`config.mk`:
```
export PLATFORM = sky130hd
export DESIGN_NAME = qpht_seq
export DESIGN_NICKNAME = d
export VERILOG_FILES = /design/src/qpht_pkg.sv /design/src/qpht_modadd.sv /design/src/qpht_seq.sv
export VERILOG_INCLUDE_DIRS = /design/src /design/src/src
export SDC_FILE = /design/constraint.sdc
export NUM_CORES = 1
export LEC_CHECK = 0
export BUFFER_PORTS_ARGS = -buffer_cell sky130_fd_sc_hd__buf_2
export CAP_MARGIN = 30
export CORE_ASPECT_RATIO = 0.8
export CORE_MARGIN = 5
export CORE_UTILIZATION = 25
export DETAILED_ROUTE_END_ITERATION = 12
export SETUP_SLACK_MARGIN = 0.3
export SYNTH_ARGS = -nofsm -noshare
export SYNTH_HDL_FRONTEND = slang
export SYNTH_HIERARCHICAL = 1
export SYNTH_SLANG_ARGS = --single-unit
```
`constraint.sdc`:
```
create_clock -name clk_i -period 5.4 [get_ports clk_i]
set_input_delay 0.54 -clock clk_i [delete_from_list [all_inputs] [get_ports clk_i]]
set_output_delay 0.54 -clock clk_i [all_outputs]
set_load 0.005 [all_outputs]
```
`src/quadratic_probe_hash_table_assert.svh`:
```
// Assertion macros for the hash table RTL; empty under synthesis.
`ifndef QUADRATIC_PROBE_HASH_TABLE_ASSERT_SVH
`define QUADRATIC_PROBE_HASH_TABLE_ASSERT_SVH

`ifndef SYNTHESIS
// Property that must hold at every clock edge out of reset
`define QPHT_ASSERT(lbl, prop, msg) \
  lbl: assert property (@(posedge clk_i) disable iff (!rst_ni) (prop)) else $error(msg);
// Condition in one cycle implies a condition in the next
`define QPHT_ASSERT_NEXT(lbl, pre, post, msg) \
  lbl: assert property (@(posedge clk_i) disable iff (!rst_ni) (pre) |=> (post)) \
    else $error(msg);
`else
`define QPHT_ASSERT(lbl, prop, msg)
`define QPHT_ASSERT_NEXT(lbl, pre, post, msg)
`endif

`endif

```
`src/qpht_pkg.sv`:
```
// Types and constants for the quadratic probing hash table.
package qpht_pkg;

  localparam int unsigned TABLE_SIZE = 1021;
  localparam int unsigned KEY_W      = 31;
  localparam int unsigned SLOT_W     = 10;
  localparam int unsigned CNT_W      = 10;
  localparam int unsigned HSUM_W     = 15;

  localparam logic [SLOT_W-1:0] LAST_SLOT       = SLOT_W'(TABLE_SIZE - 1);
  localparam logic [SLOT_W:0]   TABLE_SIZE_EXT  = (SLOT_W + 1)'(TABLE_SIZE);
  localparam logic [CNT_W-1:0]  PROBE_LIMIT_RST = CNT_W'(1021);
  // First step of the offset sequence and its constant increment
  localparam logic [SLOT_W-1:0] DELTA_INIT      = SLOT_W'(5);
  localparam logic [SLOT_W-1:0] DELTA_INC       = SLOT_W'(6);

  typedef enum logic [1:0] {
    CMD_INSERT = 2'd0,
    CMD_SEARCH = 2'd1,
    CMD_DELETE = 2'd2,
    CMD_NOP    = 2'd3
  } cmd_e;

  typedef enum logic [1:0] {
    TAG_EMPTY = 2'd0,
    TAG_USED  = 2'd1,
    TAG_GONE  = 2'd2
  } tag_e;

  typedef enum logic [1:0] {
    ST_DONE  = 2'd0,
    ST_FOUND = 2'd1,
    ST_MISS  = 2'd2,
    ST_FULL  = 2'd3
  } status_e;

  typedef struct packed {
    tag_e             tag;
    logic [KEY_W-1:0] key;
  } entry_t;

  typedef struct packed {
    logic              wr_en;
    logic [SLOT_W-1:0] wr_addr;
    entry_t            wr_data;
    logic [SLOT_W-1:0] rd_addr;
  } mem_req_t;

endpackage

```
`src/qpht_modadd.sv`:
```
// Shared adder modulo the table size, for operands whose sum is below twice the size.
module qpht_modadd (
  input  logic [qpht_pkg::SLOT_W-1:0] a_i,
  input  logic [qpht_pkg::SLOT_W-1:0] b_i,
  output logic [qpht_pkg::SLOT_W-1:0] sum_o
);
  import qpht_pkg::*;

  logic [SLOT_W:0] raw;
  logic [SLOT_W:0] red;

  // add, then one conditional subtract
  always_comb begin
    raw   = {1'b0, a_i} + {1'b0, b_i};
    red   = raw - TABLE_SIZE_EXT;
    sum_o = (raw >= TABLE_SIZE_EXT) ? red[SLOT_W-1:0] : raw[SLOT_W-1:0];
  end

endmodule

```
`src/qpht_seq.sv`:
```
// Sequencer: clearing pass, key hashing, probe walk and result register.
`include "quadratic_probe_hash_table_assert.svh"

module qpht_seq (
  input  logic                        clk_i,
  input  logic                        rst_ni,
  input  logic                        in_valid_i,
  output logic                        in_ready_o,
  input  qpht_pkg::cmd_e              in_cmd_i,
  input  logic [qpht_pkg::KEY_W-1:0]  in_key_i,
  output logic                        out_valid_o,
  input  logic                        out_ready_i,
  output qpht_pkg::status_e           out_status_o,
  output logic [qpht_pkg::SLOT_W-1:0] out_slot_o,
  output logic [qpht_pkg::CNT_W-1:0]  out_count_o,
  input  logic [qpht_pkg::CNT_W-1:0]  probe_limit_i,
  output qpht_pkg::mem_req_t          mem_req_o,
  input  qpht_pkg::entry_t            mem_rd_i
);
  import qpht_pkg::*;

  typedef enum logic [2:0] {
    S_CLEAR,
    S_IDLE,
    S_HASH,
    S_FOLD,
    S_READ,
    S_CHECK,
    S_STEP
  } state_e;

  state_e             state_q, state_d;
  logic [SLOT_W-1:0]  clr_q, clr_d;
  cmd_e               cmd_q, cmd_d;
  logic [KEY_W-1:0]   key_q, key_d;
  logic [HSUM_W-1:0]  hsum_q, hsum_d;
  logic [SLOT_W-1:0]  pos_q, pos_d;
  logic [SLOT_W-1:0]  delta_q, delta_d;
  logic [CNT_W-1:0]   idx_q, idx_d;
  logic               out_valid_q, out_valid_d;
  status_e            out_status_q, out_status_d;
  logic [SLOT_W-1:0]  out_slot_q, out_slot_d;
  logic [CNT_W-1:0]   out_count_q, out_count_d;

  logic [SLOT_W-1:0]  ma, mb, msum;
  logic [CNT_W-1:0]   limit;
  logic [CNT_W-1:0]   cnt;
  logic               last_probe;
  logic               hit;
  logic               out_free;
  logic               fin;
  logic               fin_wr;
  tag_e               fin_tag;
  status_e            fin_status;
  logic [SLOT_W-1:0]  fin_slot;
  logic [CNT_W-1:0]   fin_count;
  mem_req_t           mreq;

  qpht_modadd u_modadd (
    .a_i   (ma),
    .b_i   (mb),
    .sum_o (msum)
  );

  // probe bookkeeping
  assign limit      = (probe_limit_i == '0) ? CNT_W'(1) : probe_limit_i;
  assign cnt        = idx_q + CNT_W'(1);
  assign last_probe = (cnt == limit);
  assign hit        = (mem_rd_i.tag == TAG_USED) && (mem_rd_i.key == key_q);
  assign out_free   = !out_valid_q || out_ready_i;
  assign in_ready_o = (state_q == S_IDLE);

  // sequencer next state
  always_comb begin
    state_d      = state_q;
    clr_d        = clr_q;
    cmd_d        = cmd_q;
    key_d        = key_q;
    hsum_d       = hsum_q;
    pos_d        = pos_q;
    delta_d      = delta_q;
    idx_d        = idx_q;
    out_valid_d  = out_valid_q;
    out_status_d = out_status_q;
    out_slot_d   = out_slot_q;
    out_count_d  = out_count_q;
    ma           = pos_q;
    mb           = delta_q;
    fin          = 1'b0;
    fin_wr       = 1'b0;
    fin_tag      = TAG_USED;
    fin_status   = ST_MISS;
    fin_slot     = '0;
    fin_count    = '0;
    mreq         = '0;
    mreq.rd_addr = pos_q;

    unique case (state_q)
      S_CLEAR: begin
        mreq.wr_en   = 1'b1;
        mreq.wr_addr = clr_q;
        mreq.wr_data = '{tag: TAG_EMPTY, key: '0};
        clr_d        = clr_q + SLOT_W'(1);
        if (clr_q == LAST_SLOT) begin
          state_d = S_IDLE;
        end
      end
      S_IDLE: begin
        if (in_valid_i) begin
          cmd_d   = in_cmd_i;
          key_d   = in_key_i;
          state_d = S_HASH;
        end
      end
      S_HASH: begin
        // 2^10 = 3 and 2^20 = 9 modulo the table size
        hsum_d = (HSUM_W'(key_q[30:20]) << 3) + HSUM_W'(key_q[30:20])
               + (HSUM_W'(key_q[19:10]) << 1) + HSUM_W'(key_q[19:10])
               + HSUM_W'(key_q[9:0]);
        if (cmd_q == CMD_NOP) begin
          fin = 1'b1;
        end else begin
          state_d = S_FOLD;
        end
      end
      S_FOLD: begin
        // second fold: low ten bits plus three times the rest
        ma      = hsum_q[SLOT_W-1:0];
        mb      = (SLOT_W'(hsum_q[HSUM_W-1:SLOT_W]) << 1) + SLOT_W'(hsum_q[HSUM_W-1:SLOT_W]);
        pos_d   = msum;
        delta_d = DELTA_INIT;
        idx_d   = '0;
        state_d = S_READ;
      end
      S_READ: begin
        state_d = S_CHECK;
      end
      S_CHECK: begin
        case (cmd_q)
          CMD_INSERT: begin
            if (mem_rd_i.tag != TAG_USED) begin
              fin = 1'b1; fin_wr = 1'b1; fin_tag = TAG_USED;
              fin_status = ST_DONE; fin_slot = pos_q; fin_count = cnt;
            end else if (last_probe) begin
              fin = 1'b1; fin_status = ST_FULL; fin_count = cnt;
            end
          end
          CMD_SEARCH: begin
            if (hit) begin
              fin = 1'b1; fin_status = ST_FOUND; fin_slot = pos_q; fin_count = cnt;
            end else if (mem_rd_i.tag == TAG_EMPTY || last_probe) begin
              fin = 1'b1; fin_status = ST_MISS; fin_count = cnt;
            end
          end
          default: begin
            if (hit) begin
              fin = 1'b1; fin_wr = 1'b1; fin_tag = TAG_GONE;
              fin_status = ST_DONE; fin_slot = pos_q; fin_count = cnt;
            end else if (last_probe) begin
              fin = 1'b1; fin_status = ST_MISS; fin_count = cnt;
            end
          end
        endcase
        if (!fin) begin
          pos_d   = msum;
          idx_d   = cnt;
          state_d = S_STEP;
        end
      end
      S_STEP: begin
        // read issues at the new slot while the step grows by six
        ma      = delta_q;
        mb      = DELTA_INC;
        delta_d = msum;
        state_d = S_CHECK;
      end
      default: begin
        state_d = S_IDLE;
      end
    endcase

    // result register
    if (out_valid_q && out_ready_i) begin
      out_valid_d = 1'b0;
    end
    if (fin && out_free) begin
      out_valid_d  = 1'b1;
      out_status_d = fin_status;
      out_slot_d   = fin_slot;
      out_count_d  = fin_count;
      state_d      = S_IDLE;
      if (fin_wr) begin
        mreq.wr_en   = 1'b1;
        mreq.wr_addr = pos_q;
        mreq.wr_data = '{tag: fin_tag, key: key_q};
      end
    end
  end

  // state and registered outputs
  always_ff @(posedge clk_i or negedge rst_ni) begin
    if (!rst_ni) begin
      state_q      <= S_CLEAR;
      clr_q        <= '0;
      cmd_q        <= CMD_INSERT;
      key_q        <= '0;
      hsum_q       <= '0;
      pos_q        <= '0;
      delta_q      <= '0;
      idx_q        <= '0;
      out_valid_q  <= 1'b0;
      out_status_q <= ST_DONE;
      out_slot_q   <= '0;
      out_count_q  <= '0;
    end else begin
      state_q      <= state_d;
      clr_q        <= clr_d;
      cmd_q        <= cmd_d;
      key_q        <= key_d;
      hsum_q       <= hsum_d;
      pos_q        <= pos_d;
      delta_q      <= delta_d;
      idx_q        <= idx_d;
      out_valid_q  <= out_valid_d;
      out_status_q <= out_status_d;
      out_slot_q   <= out_slot_d;
      out_count_q  <= out_count_d;
    end
  end

  assign mem_req_o    = mreq;
  assign out_valid_o  = out_valid_q;
  assign out_status_o = out_status_q;
  assign out_slot_o   = out_slot_q;
  assign out_count_o  = out_count_q;

  `QPHT_ASSERT(a_wr_addr_range, !mem_req_o.wr_en || mem_req_o.wr_addr <= LAST_SLOT, "write beyond table")
  `QPHT_ASSERT(a_probe_range, state_q != S_CHECK || (pos_q <= LAST_SLOT && delta_q <= LAST_SLOT), "probe slot or step out of range")
  `QPHT_ASSERT_NEXT(a_accept_busy, in_valid_i && in_ready_o, state_q == S_HASH, "word accepted but hashing not started")
  `QPHT_ASSERT_NEXT(a_write_source, mem_req_o.wr_en && state_q != S_CLEAR, out_valid_o, "table written without a result")

endmodule

```
==> flow_summary.toml, run 1 <==
[die]
die_height_um = 175
top_level_ports = 158
die_area_mm2 = 0.0376
initial_standard_cell_utilization_of_the_core = 0.253
row_count = 60
die_w_um = 216
placeableCoreArea_mm2 = 0.0335

[placed_design]
placed_instances = 1426
dp.final_hpwl_mm = 18.9
placement.io_buffers = 157
preCtsSetupSlack_ns = 1.13
globalplace.congestion = 0.875
dpl_cell_area_mm2 = 0.00970

[setup_path]
crit-reg2reg-launch = "state_q[1]"
timing_worst_setup_path_type = "register to register"
worst_path_max_stage_delay_ns = 0.51
worst_case_reg_to_reg_path_depth = 15
timing.critical_path.slowest_stage_cell = "sky130_fd_sc_hd__a2111oi_0"
cp_max_fo = 10
required_ns = 5.77
cpLargestDelayFamily = "compound AO/OA/AOI/OAI gates"
worst-endpoint-arrival_ns = 4.71
capture_point_of_the_worst_reg_to_reg_path = "pos_q[2]"
worst_setup_path_end_kind = "register"
crit_buf_inv = 2
cp_common_cell = "sky130_fd_sc_hd__nand2_1"
worstSetupPathDepth = 15
crit_path_start = "state_q[1]"
crit_path_cell_trace = "nor2b_1 -> and2_1 -> nor2_1 -> buf_4 -> nand2_1 -> nand2_1 -> inv_1 -> fa_1 -> nand2b_1 -> a21o_1 -> a221oi_1 -> o21a_1 -> nor3_1 -> a2111oi_0 -> mux2_4"
endpoint = "pos_q[2]"
regToRegSetupSlack_ns = 1.06
cp-start-kind = "register"

[finish]
layout-drive-gt1-share = 0.265
flow.area_growth_from_synthesis_pct = 21.7
stdcell_count = 1461
final_nets = 1160
post_route_cell_area_mm2 = 0.0103

[clocking]
cts.hold.buffers_added = 0
post_cts.resized_instances = 0
worst_setup_hold_path_clk_slew_ns = 0.06
cts.root.buffer_cell = "sky130_fd_sc_hd__clkbuf_16"
cts_setup_buffers = 0
cts.path.max_buffers = 2
clock_sinks = 114
clock_insertion_delay_worst_skew_ns = 0.43
ctsHtreeMaxLevel = 4
numCtsBuffers = 17
tritoncts = "done"

[timing]
setup_slack_ns = 1.06
finalSetupViolCount = 0
fin_crit_sh = 0.804
final.setup.tns_ns = 0
period_minus_slack_ns = 4.34
finalClockSkew_ns = 0.00724
worstMarginPinSlew_ns = 0.970
slew_headroom = 0.352
timing_hold_violations_final = 0
max_freq_mhz = 230
timing.final.max_slew_violations = 0
grt_setup_unrepaired = "no"

[yosys]
synthArstFlopShare = 1.00
cell_count_after_synthesis = 861
ys.warnings.count = 6
ys_types = 77
syn_nets = 1008
yosys_register_bits = 114
ys_dominant_reg_cell = "sky130_fd_sc_hd__dfrtp_1"
synth_enable_flop_cells = 0
avgSynthCellArea_um2 = 9.83
synth.yosys.seq_area_share = 0.337
syn-cell-area_mm2 = 0.00846

[grt]
grt_max_degree = 70
number_of_global_route_vias_before_repair = 6864
track_usage = 0.127
grt_antenna_before_repair = 2
overflow = 0
grt_first_pass_wirelength_mm = 38.2

[routing]
dr.first_iter.drc_count = 406
detail_route.drc_violations = 0
route.vias.total = 6939
drt-pass1-iter-count = 4
detail_route.wl_per_cell_um = 16.5
drt-total-wl_mm = 24.1
antenna_violating_nets_post_route = 0
detail_route.vias_per_cell = 4.75

[power_and_ir_drop]
cellPowerDensity_mw_per_mm2 = 197
p_leak_nw = 5.12
ir_drop_v = 0.000189

[hold_path]
holdCritPathClass = "primary input to register"
worst_hold_path.num_cells = 3

[run_status]
result_of_the_run = "finished, final reports clean"

[run]
drv_cap = 0
## state kept, by name (all words and copies together), names as in the netlist
name          flops
clr_q            10
cmd_q             2
delta_q          10
hsum_q           15
idx_q            10
key_q            31
out_count_o      10
out_slot_o       10
out_status_o      2
out_valid_o       1
pos_q            10
state_q           3
## Yosys cell counts, types with 13 or more instances
library cell | instances | area [um2]
sky130_fd_sc_hd__fa_1 | 30 | 601
sky130_fd_sc_hd__ha_1 | 37 | 463
sky130_fd_sc_hd__o21ai_0 | 36 | 180
sky130_fd_sc_hd__mux2_2 | 34 | 383
sky130_fd_sc_hd__nand3_1 | 13 | 65.1
sky130_fd_sc_hd__dfrtp_1 | 114 | 2850
sky130_fd_sc_hd__xor2_1 | 31 | 272
sky130_fd_sc_hd__xnor2_1 | 37 | 324
sky130_fd_sc_hd__mux2i_1 | 21 | 210
sky130_fd_sc_hd__nor2_1 | 43 | 161
sky130_fd_sc_hd__nor3_1 | 15 | 75.1
sky130_fd_sc_hd__inv_1 | 45 | 169
sky130_fd_sc_hd__nand2_1 | 100 | 375
sky130_fd_sc_hd__clkbuf_1 | 26 | 97.6
sky130_fd_sc_hd__and2_1 | 44 | 275
sky130_fd_sc_hd__a22o_1 | 15 | 131
sky130_fd_sc_hd__a21oi_1 | 24 | 120
## kinds of logic after synthesis
logic type,synth area share
and+or+nand+nor,0.177
AOI/OAI and AO/OA,0.147
DFF,0.337
buffers and inverters,0.0427
xor gates and xnor gates,0.0778
muxes,0.0927
adders and majority gates,0.126
## where the power goes
part | internal, mW | switching [mW]
clock network | 0.615 | 0.448
registers | 0.858 | 0.00437
logic | 0.0467 | 0.0530
## placed cells by master (no fill, tap or decap), types with 34 or more instances in the layout
cell / n
sky130_fd_sc_hd__and2_1: 44
sky130_fd_sc_hd__nand2_1: 100
sky130_fd_sc_hd__ha_1: 37
sky130_fd_sc_hd__nor2_1: 43
sky130_fd_sc_hd__inv_1: 45
sky130_fd_sc_hd__xnor2_1: 37
sky130_fd_sc_hd__dfrtp_1: 114
sky130_fd_sc_hd__mux2_2: 34
sky130_fd_sc_hd__o21ai_0: 36
sky130_fd_sc_hd__buf_2: 156
## worst register-to-register path, stage by stage (launching register included)
cell and delay, ns:
sky130_fd_sc_hd__dfrtp_1 0.43, sky130_fd_sc_hd__nor2b_1 0.19, sky130_fd_sc_hd__and2_1 0.18, sky130_fd_sc_hd__nor2_1 0.50, sky130_fd_sc_hd__buf_4 0.28, sky130_fd_sc_hd__nand2_1 0.08, sky130_fd_sc_hd__nand2_1 0.10, sky130_fd_sc_hd__inv_1 0.06
sky130_fd_sc_hd__fa_1 0.50, sky130_fd_sc_hd__nand2b_1 0.22, sky130_fd_sc_hd__a21o_1 0.23, sky130_fd_sc_hd__a221oi_1 0.41, sky130_fd_sc_hd__o21a_1 0.28, sky130_fd_sc_hd__nor3_1 0.06, sky130_fd_sc_hd__a2111oi_0 0.51, sky130_fd_sc_hd__mux2_4 0.24
## through the flow
step,utilization,hold WS [ns],power (mW)
5_1_grt,0.307,0.321,2.11
4_1_cts,0.306,0.275,2.05
3_5_place_dp,0.290,0.472,0.975
3_3_place_gp,0.289,0.468,0.974
2_1_floorplan,-,0.244,0.914
6_report,0.308,0.313,2.03
## metal layers
metal / part of all wire / vias to the layer above / global-route usage
li1: - / 3341 / -
met1: 0.51 / 3372 / 0.191
met2: 0.42 / 211 / 0.183
met3: 0.066 / 15 / 0.0320
met4: 0.0089 / 0 / 0.0288
met5: 0 / - / 0
## worst min path at each step
stage              startpoint        endpoint  slack (ns)
4_1_cts                rst_ni       key_q[19]        0.27
3_3_place_gp   out_count_o[6]  out_count_o[6]        0.47
3_5_place_dp   out_count_o[6]  out_count_o[6]        0.47
5_1_grt           in_key_i[8]        key_q[8]        0.32
6_report          in_key_i[0]        key_q[0]        0.31
2_1_floorplan          rst_ni        clr_q[0]        0.24
## cell type report
class | count | area (um2)
Fill cell | 3462 | 23200
Multi-Input combinational cell | 664 | 5260
Sequential cell | 114 | 2850
Timing Repair Buffer | 171 | 920
Tap cell | 434 | 543
Clock buffer | 19 | 453
Inverter | 45 | 169
Clock inverter | 13 | 103
Antenna cell | 1 | 2.50
No activity file was read; power rests on OpenSTA's default activity.
==> run 2, diff against run 1 <==
- ABC_AREA: default -> 1
- clock period: 5.4 -> 3.9 ns (I/O delays scaled with it)
==> run 2 against run 1 <==
Net effect:
- sequential share of layout area down 2.8 points
- global-route usage up 2.4 points
- setup slack worse by 0.64 ns
- cell count up 32%
- clock skew up 0.0032 ns
- non-clock buffer count up 33
- flip-flop and latch count unchanged
- synthesized area up 5.7%
- highest routed layer unchanged
==> flow_summary.toml, run 2 <==
[finish]
flow.area_growth_from_synthesis_pct = 28.6
biggestRegsByFlops = "key_q x31, hsum_q x15"
antennaDiodeCount = 0
fillerInstances = 3837
most_frequent_standard_cell_in_the_layout_excluding_fill_and_tap_cells = "sky130_fd_sc_hd__nand2_1"
most-common-layout-cells = "sky130_fd_sc_hd__nand2_1 (323), sky130_fd_sc_hd__buf_2 (156), sky130_fd_sc_hd__inv_1 (139)"
largest_register = "key_q"
layout-drive-gt1-share = 0.265
layout.core_utilization = 0.323
largest_register_ff_count = 31
post_route_cell_area_mm2 = 0.0115
final_nets = 1585

[timing]
grt_setup_unrepaired = "yes"
timing_hold_violations_final = 0
final.setup.tns_ns = 0
timing.final.max_slew_violations = 0
whs_ns = 0.200
fin_crit_sh = 0.893
finalSetupViolCount = 0
worstMarginPinSlew_ns = 0.975
slew_headroom = 0.348
finalClockSkew_ns = 0.0104
period_minus_slack_ns = 3.48
max_freq_mhz = 287

[routing]
detail_route.drc_violations = 0
dr.first_iter.drc_count = 779
detail_route.wl_per_cell_um = 15.9
detail_route.vias_per_cell = 4.70
route.vias.total = 9067
drt-total-wl_mm = 30.7
antenna_violating_nets_post_route = 0
drt-pass1-iter-count = 6

[setup_path]
worst_setup_path_end_kind = "register"
crit-reg2reg-launch = "hsum_q[10]"
regToRegSetupSlack_ns = 0.42
worst-endpoint-arrival_ns = 3.82
cp_max_fo = 6
worst_case_reg_to_reg_path_depth = 23
capture_point_of_the_worst_reg_to_reg_path = "delta_q[5]"
crit_path_start = "hsum_q[10]"
required_ns = 4.24
timing_worst_setup_path_type = "register to register"
endpoint = "delta_q[5]"
cp-start-kind = "register"

[grt]
grt_max_degree = 76
grt_first_pass_wirelength_mm = 47.8
grt_antenna_before_repair = 1
number_of_global_route_vias_before_repair = 8724
overflow = 0
track_usage = 0.151

[die]
initial_standard_cell_utilization_of_the_core = 0.251
die_w_um = 221
row_count = 62
die_area_mm2 = 0.0397
top_level_ports = 158
placeableCoreArea_mm2 = 0.0356
die_height_um = 179

[yosys]
ys_types = 46
synthArstFlopShare = 1.00
synth.yosys.seq_area_share = 0.319
yosys_register_bits = 114
avgSynthCellArea_um2 = 7.19
syn-cell-area_mm2 = 0.00894
ys_dominant_reg_cell = "sky130_fd_sc_hd__dfrtp_1"
synth_top_cells_by_area = "sky130_fd_sc_hd__dfrtp_1 (32%), sky130_fd_sc_hd__nand2_1 (15%), sky130_fd_sc_hd__fa_1 (6.7%)"
syn_nets = 1390
synth_enable_flop_cells = 0
cell_count_after_synthesis = 1243
synthMostInstantiatedCell = "sky130_fd_sc_hd__nand2_1"
ys.warnings.count = 6
synth_top_cell_area_share = 0.319
post_synth_most_frequent_cells = "sky130_fd_sc_hd__nand2_1 (349), sky130_fd_sc_hd__inv_1 (149), sky130_fd_sc_hd__nor2_1 (132)"
synth_area_leader_cell = "sky130_fd_sc_hd__dfrtp_1"

[run]
drv_cap = 0

[clocking]
clock_sinks = 114
cts.path.max_buffers = 2
numCtsBuffers = 17
cts.root.buffer_cell = "sky130_fd_sc_hd__clkbuf_16"
ctsHtreeMaxLevel = 4
clock_insertion_delay_worst_skew_ns = 0.43
tritoncts = "done"
worst_setup_hold_path_clk_slew_ns = 0.06

[run_status]
result_of_the_run = "finished, final reports clean"

[placed_design]
placement.io_buffers = 157
globalplace.congestion = 0.939
dp.final_hpwl_mm = 24.3
dpl_cell_area_mm2 = 0.0104

[hold_path]
holdCritPathClass = "primary input to register"
[run 2: changes by cell type in the layout (fill, tap and decap cells not counted), moves of 15 or more]
cell,before,now
sky130_fd_sc_hd__nand2_1,100,323
sky130_fd_sc_hd__inv_1,45,139
sky130_fd_sc_hd__nor2_1,43,128
sky130_fd_sc_hd__nand3_1,13,76
sky130_fd_sc_hd__and2_1,44,1
sky130_fd_sc_hd__nand2_2,1,42
sky130_fd_sc_hd__buf_4,12,44
sky130_fd_sc_hd__mux2_2,34,4
sky130_fd_sc_hd__a21oi_1,24,51
sky130_fd_sc_hd__xnor2_1,37,12
sky130_fd_sc_hd__mux2i_1,21,0
sky130_fd_sc_hd__inv_2,0,16
sky130_fd_sc_hd__a22o_1,15,0
[run 2: critical path, cell delays in order (launching register included)]
cell and delay, ns:
sky130_fd_sc_hd__dfrtp_1 0.40, sky130_fd_sc_hd__ha_2 0.20, sky130_fd_sc_hd__fa_2 0.40, sky130_fd_sc_hd__nand2_2 0.07, sky130_fd_sc_hd__inv_2 0.04, sky130_fd_sc_hd__or2_4 0.22, sky130_fd_sc_hd__a21oi_2 0.14, sky130_fd_sc_hd__xor2_1 0.16
sky130_fd_sc_hd__o22ai_1 0.09, sky130_fd_sc_hd__ha_2 0.38, sky130_fd_sc_hd__nand2_2 0.08, sky130_fd_sc_hd__nor2_2 0.10, sky130_fd_sc_hd__nand3_2 0.11, sky130_fd_sc_hd__nand2_2 0.10, sky130_fd_sc_hd__nand2_2 0.06, sky130_fd_sc_hd__nand2_4 0.09
sky130_fd_sc_hd__nand2_4 0.05, sky130_fd_sc_hd__nor2_4 0.14, sky130_fd_sc_hd__nand3_4 0.13, sky130_fd_sc_hd__nand2_4 0.13, sky130_fd_sc_hd__nand2_2 0.06, sky130_fd_sc_hd__nand2_2 0.06, sky130_fd_sc_hd__inv_2 0.03, sky130_fd_sc_hd__o22ai_1 0.16
[run 2: timing repair]
| action | 4_1_cts | 5_1_grt |
|---|---|---|
| resized for setup | 15 | 81 |
| pin swaps | 6 | 46 |
| hold buffers | 1 | 0 |
| cloned | 2 | 1 |
| setup endpoints to repair | 60 | 66 |
| setup buffers | 7 | 19 |
| endpoints found under the hold margin | 36 | 0 |
[run 2: cell families after synthesis]
group / after synthesis / synth area share
AOI/OAI and AO/OA: 157 / 0.0977
xor gates and xnor gates: 33 / 0.0323
muxes: 4 / 0.00504
and+or+nand+nor: 680 / 0.345
buffers and inverters: 188 / 0.0823
DFF: 114 / 0.319
adders and majority gates: 67 / 0.119
[run 2: layout make-up]
| cell class | count | area, um2 | area share |
|---|---|---|---|
| Clock inverter | 13 | 185 | 0.0161 |
| Tap cell | 480 | 601 | 0.0522 |
| Sequential cell | 114 | 2860 | 0.249 |
| Clock buffer | 19 | 433 | 0.0377 |
| Timing Repair Buffer | 204 | 1170 | 0.102 |
| Multi-Input combinational cell | 944 | 5660 | 0.492 |
| Inverter | 157 | 591 | 0.0514 |
[run 2: layer usage]
layer | global-route usage | vias to the layer above | share of wire
li1 | - | 4398 | -
met1 | 0.211 | 4333 | 0.47
met2 | 0.246 | 308 | 0.46
met3 | 0.0273 | 28 | 0.059
met4 | 0.0339 | 0 | 0.011
met5 | 0 | - | 0
[run 2: how the worst min path moves through the flow]
stage	end	slack (ns)	cells past startpoint	from
2_1_floorplan	clr_q[0]	0.09	0	rst_ni
3_3_place_gp	key_q[11]	0.43	1	rst_ni
3_5_place_dp	key_q[11]	0.44	1	rst_ni
4_1_cts	key_q[2]	0.18	2	in_key_i[2]
5_1_grt	key_q[2]	0.19	2	in_key_i[2]
6_report	key_q[2]	0.20	2	in_key_i[2]
[run 2: per-stage QoR]
step	setup slack (ns)	std cells
after floorplan	0.436	1243
after global placement	0.237	1869
after detailed placement	0.203	1869
after CTS	0.303	1911
after global routing	0.193	1931
final	0.419	1931
Power of run 2 is left out: the tool's default activity adds up to more than one toggle a clock period on the data nets, which glitch-free logic cannot reach.
==> run 3, diff against run 2 <==
- MAX_ROUTING_LAYER: default -> met4
- PLACE_DENSITY: default -> 0.39
==> run 3 against run 2 <==
Net effect:
- global-route usage rose by 1.7 points
- non-clock buffer count rose by 1
- worst hold slack got worse by 0.12 ns
- cell count did not move
- register-to-register slack got worse by 0.05 ns
- clock skew rose by 0.0064 ns
- critical path depth fell by 1
- setup slack got worse by 0.047 ns
- design area rose by 0.17%
- core utilization rose by 0.056 points
- critical path type unchanged
- critical endpoint is now delta_q[6]
==> flow_summary.toml, run 3 (synthesis gave the netlist of run 2 again) <==
[clocking]
cts.root.buffer_cell = "sky130_fd_sc_hd__clkbuf_16"
clock_sinks = 114
cts.hold.buffers_added = 0
clock_insertion_delay_worst_skew_ns = 0.44
cts.path.max_buffers = 2
numCtsBuffers = 17
ctsHtreeMaxLevel = 4
worst_setup_hold_path_clk_slew_ns = 0.06
tritoncts = "done"

[setup_path]
worst_setup_path_end_kind = "register"
cp_max_fo = 6
worst-endpoint-arrival_ns = 3.88
regToRegSetupSlack_ns = 0.37
timing_worst_setup_path_type = "register to register"
required_ns = 4.25
cp-start-kind = "register"

[finish]
most_frequent_standard_cell_in_the_layout_excluding_fill_and_tap_cells = "sky130_fd_sc_hd__nand2_1"
largest_register = "key_q"
biggestRegsByFlops = "key_q x31, hsum_q x15"
final_nets = 1585
largest_register_ff_count = 31
layout-drive-gt1-share = 0.267
flow.area_growth_from_synthesis_pct = 28.8
antennaDiodeCount = 0
fillerInstances = 3904
most-common-layout-cells = "sky130_fd_sc_hd__nand2_1 (325), sky130_fd_sc_hd__buf_2 (156), sky130_fd_sc_hd__inv_1 (138)"

[placed_design]
placement.io_buffers = 157
preCtsSetupSlack_ns = 0.153
globalplace.congestion = 0.915
dp.final_hpwl_mm = 26.0

[routing]
detail_route.drc_violations = 0
drt-total-wl_mm = 32.6
antenna_violating_nets_post_route = 0
detail_route.vias_per_cell = 4.55
drt-pass1-iter-count = 5
dr.first_iter.drc_count = 628
detail_route.wl_per_cell_um = 16.9
route.vias.total = 8790

[grt]
track_usage = 0.168
number_of_global_route_vias_before_repair = 8707
grt_max_degree = 62
grt_first_pass_wirelength_mm = 50.5
overflow = 0
grt_antenna_before_repair = 0

[die]
initial_standard_cell_utilization_of_the_core = 0.251
row_count = 62
top_level_ports = 158
placeableCoreArea_mm2 = 0.0356
die_area_mm2 = 0.0397
die_w_um = 221
die_height_um = 179

[timing]
fin_crit_sh = 0.905
slew_headroom = 0.333
worstMarginPinSlew_ns = 0.997
max_freq_mhz = 283
period_minus_slack_ns = 3.53
timing.final.max_slew_violations = 0
final.setup.tns_ns = 0
grt_setup_unrepaired = "yes"
finalSetupViolCount = 0
setup_slack_ns = 0.372
finalClockSkew_ns = 0.0168
timing_hold_violations_final = 0

[run_status]
result_of_the_run = "finished, final reports clean"

[run]
drv_cap = 0

[hold_path]
holdCritPathClass = "primary input to asynchronous set/reset pin"
## run 3: worst max-delay path, stage by stage (launching register included)
cell and delay (ns):
sky130_fd_sc_hd__dfrtp_1 0.41, sky130_fd_sc_hd__ha_4 0.18, sky130_fd_sc_hd__fa_2 0.39, sky130_fd_sc_hd__nand2_2 0.07, sky130_fd_sc_hd__inv_2 0.04, sky130_fd_sc_hd__or2_4 0.22
sky130_fd_sc_hd__a21oi_2 0.14, sky130_fd_sc_hd__xor2_1 0.18, sky130_fd_sc_hd__o22ai_1 0.10, sky130_fd_sc_hd__ha_1 0.37, sky130_fd_sc_hd__nand2_2 0.12, sky130_fd_sc_hd__inv_2 0.05
sky130_fd_sc_hd__a21oi_4 0.17, sky130_fd_sc_hd__nand3_1 0.11, sky130_fd_sc_hd__nand2_2 0.10, sky130_fd_sc_hd__nand2_2 0.06, sky130_fd_sc_hd__nor2_4 0.15, sky130_fd_sc_hd__nand3_4 0.15
sky130_fd_sc_hd__nand2_4 0.12, sky130_fd_sc_hd__nand2_1 0.07, sky130_fd_sc_hd__nand2_2 0.07, sky130_fd_sc_hd__inv_2 0.04, sky130_fd_sc_hd__o22ai_1 0.13
## run 3: repair_timing
| item | CTS | global route |
|---|---|---|
| endpoints found under the hold margin | 0 | 0 |
| setup buffers | 6 | 20 |
| resized for setup | 14 | 91 |
| pin swaps | 8 | 55 |
| setup endpoints to repair | 62 | 63 |
| gates cloned | 2 | 0 |
## run 3: final timing paths
kind,to,startpoint,cells after the start
worst min-delay path,pos_q[6],rst_ni,1
min in group clk_i,key_q[9],in_key_i[9],3
worst min register to register,out_count_o[3],out_count_o[3],2
max in group asynchronous,key_q[12],rst_ni,2
worst max register to register,delta_q[6],hsum_q[10],22
worst max-delay path,delta_q[6],hsum_q[10],22
## run 3: metal layers
layer	GRT usage	wire length [um]
met5	-	0
met2	0.253	14300
met1	0.236	16500
met4	0.0403	463
met3	0.0298	1300
## run 3: cell type report
type	instances	area, um2	area share
flip-flops and latches	114	2870	0.249
well taps	480	601	0.0522
inverters	157	594	0.0516
multi-input cells	943	5670	0.492
clock inverters	14	156	0.0136
repair buffers	205	1190	0.104
clock buffers	18	439	0.0381
## run 3: per-stage QoR
step                 util  hold WS [ns]  cell area (um2)  instances
floorplan               -        0.0944             8940       1243
global placement    0.291         0.468            10400       1871
detailed placement  0.291         0.468            10400       1871
CTS                 0.311         0.113            11100       1911
global route        0.323         0.139            11500       1931
finish              0.323        0.0765            11500       1931
Power of run 3 is left out for the same reason.
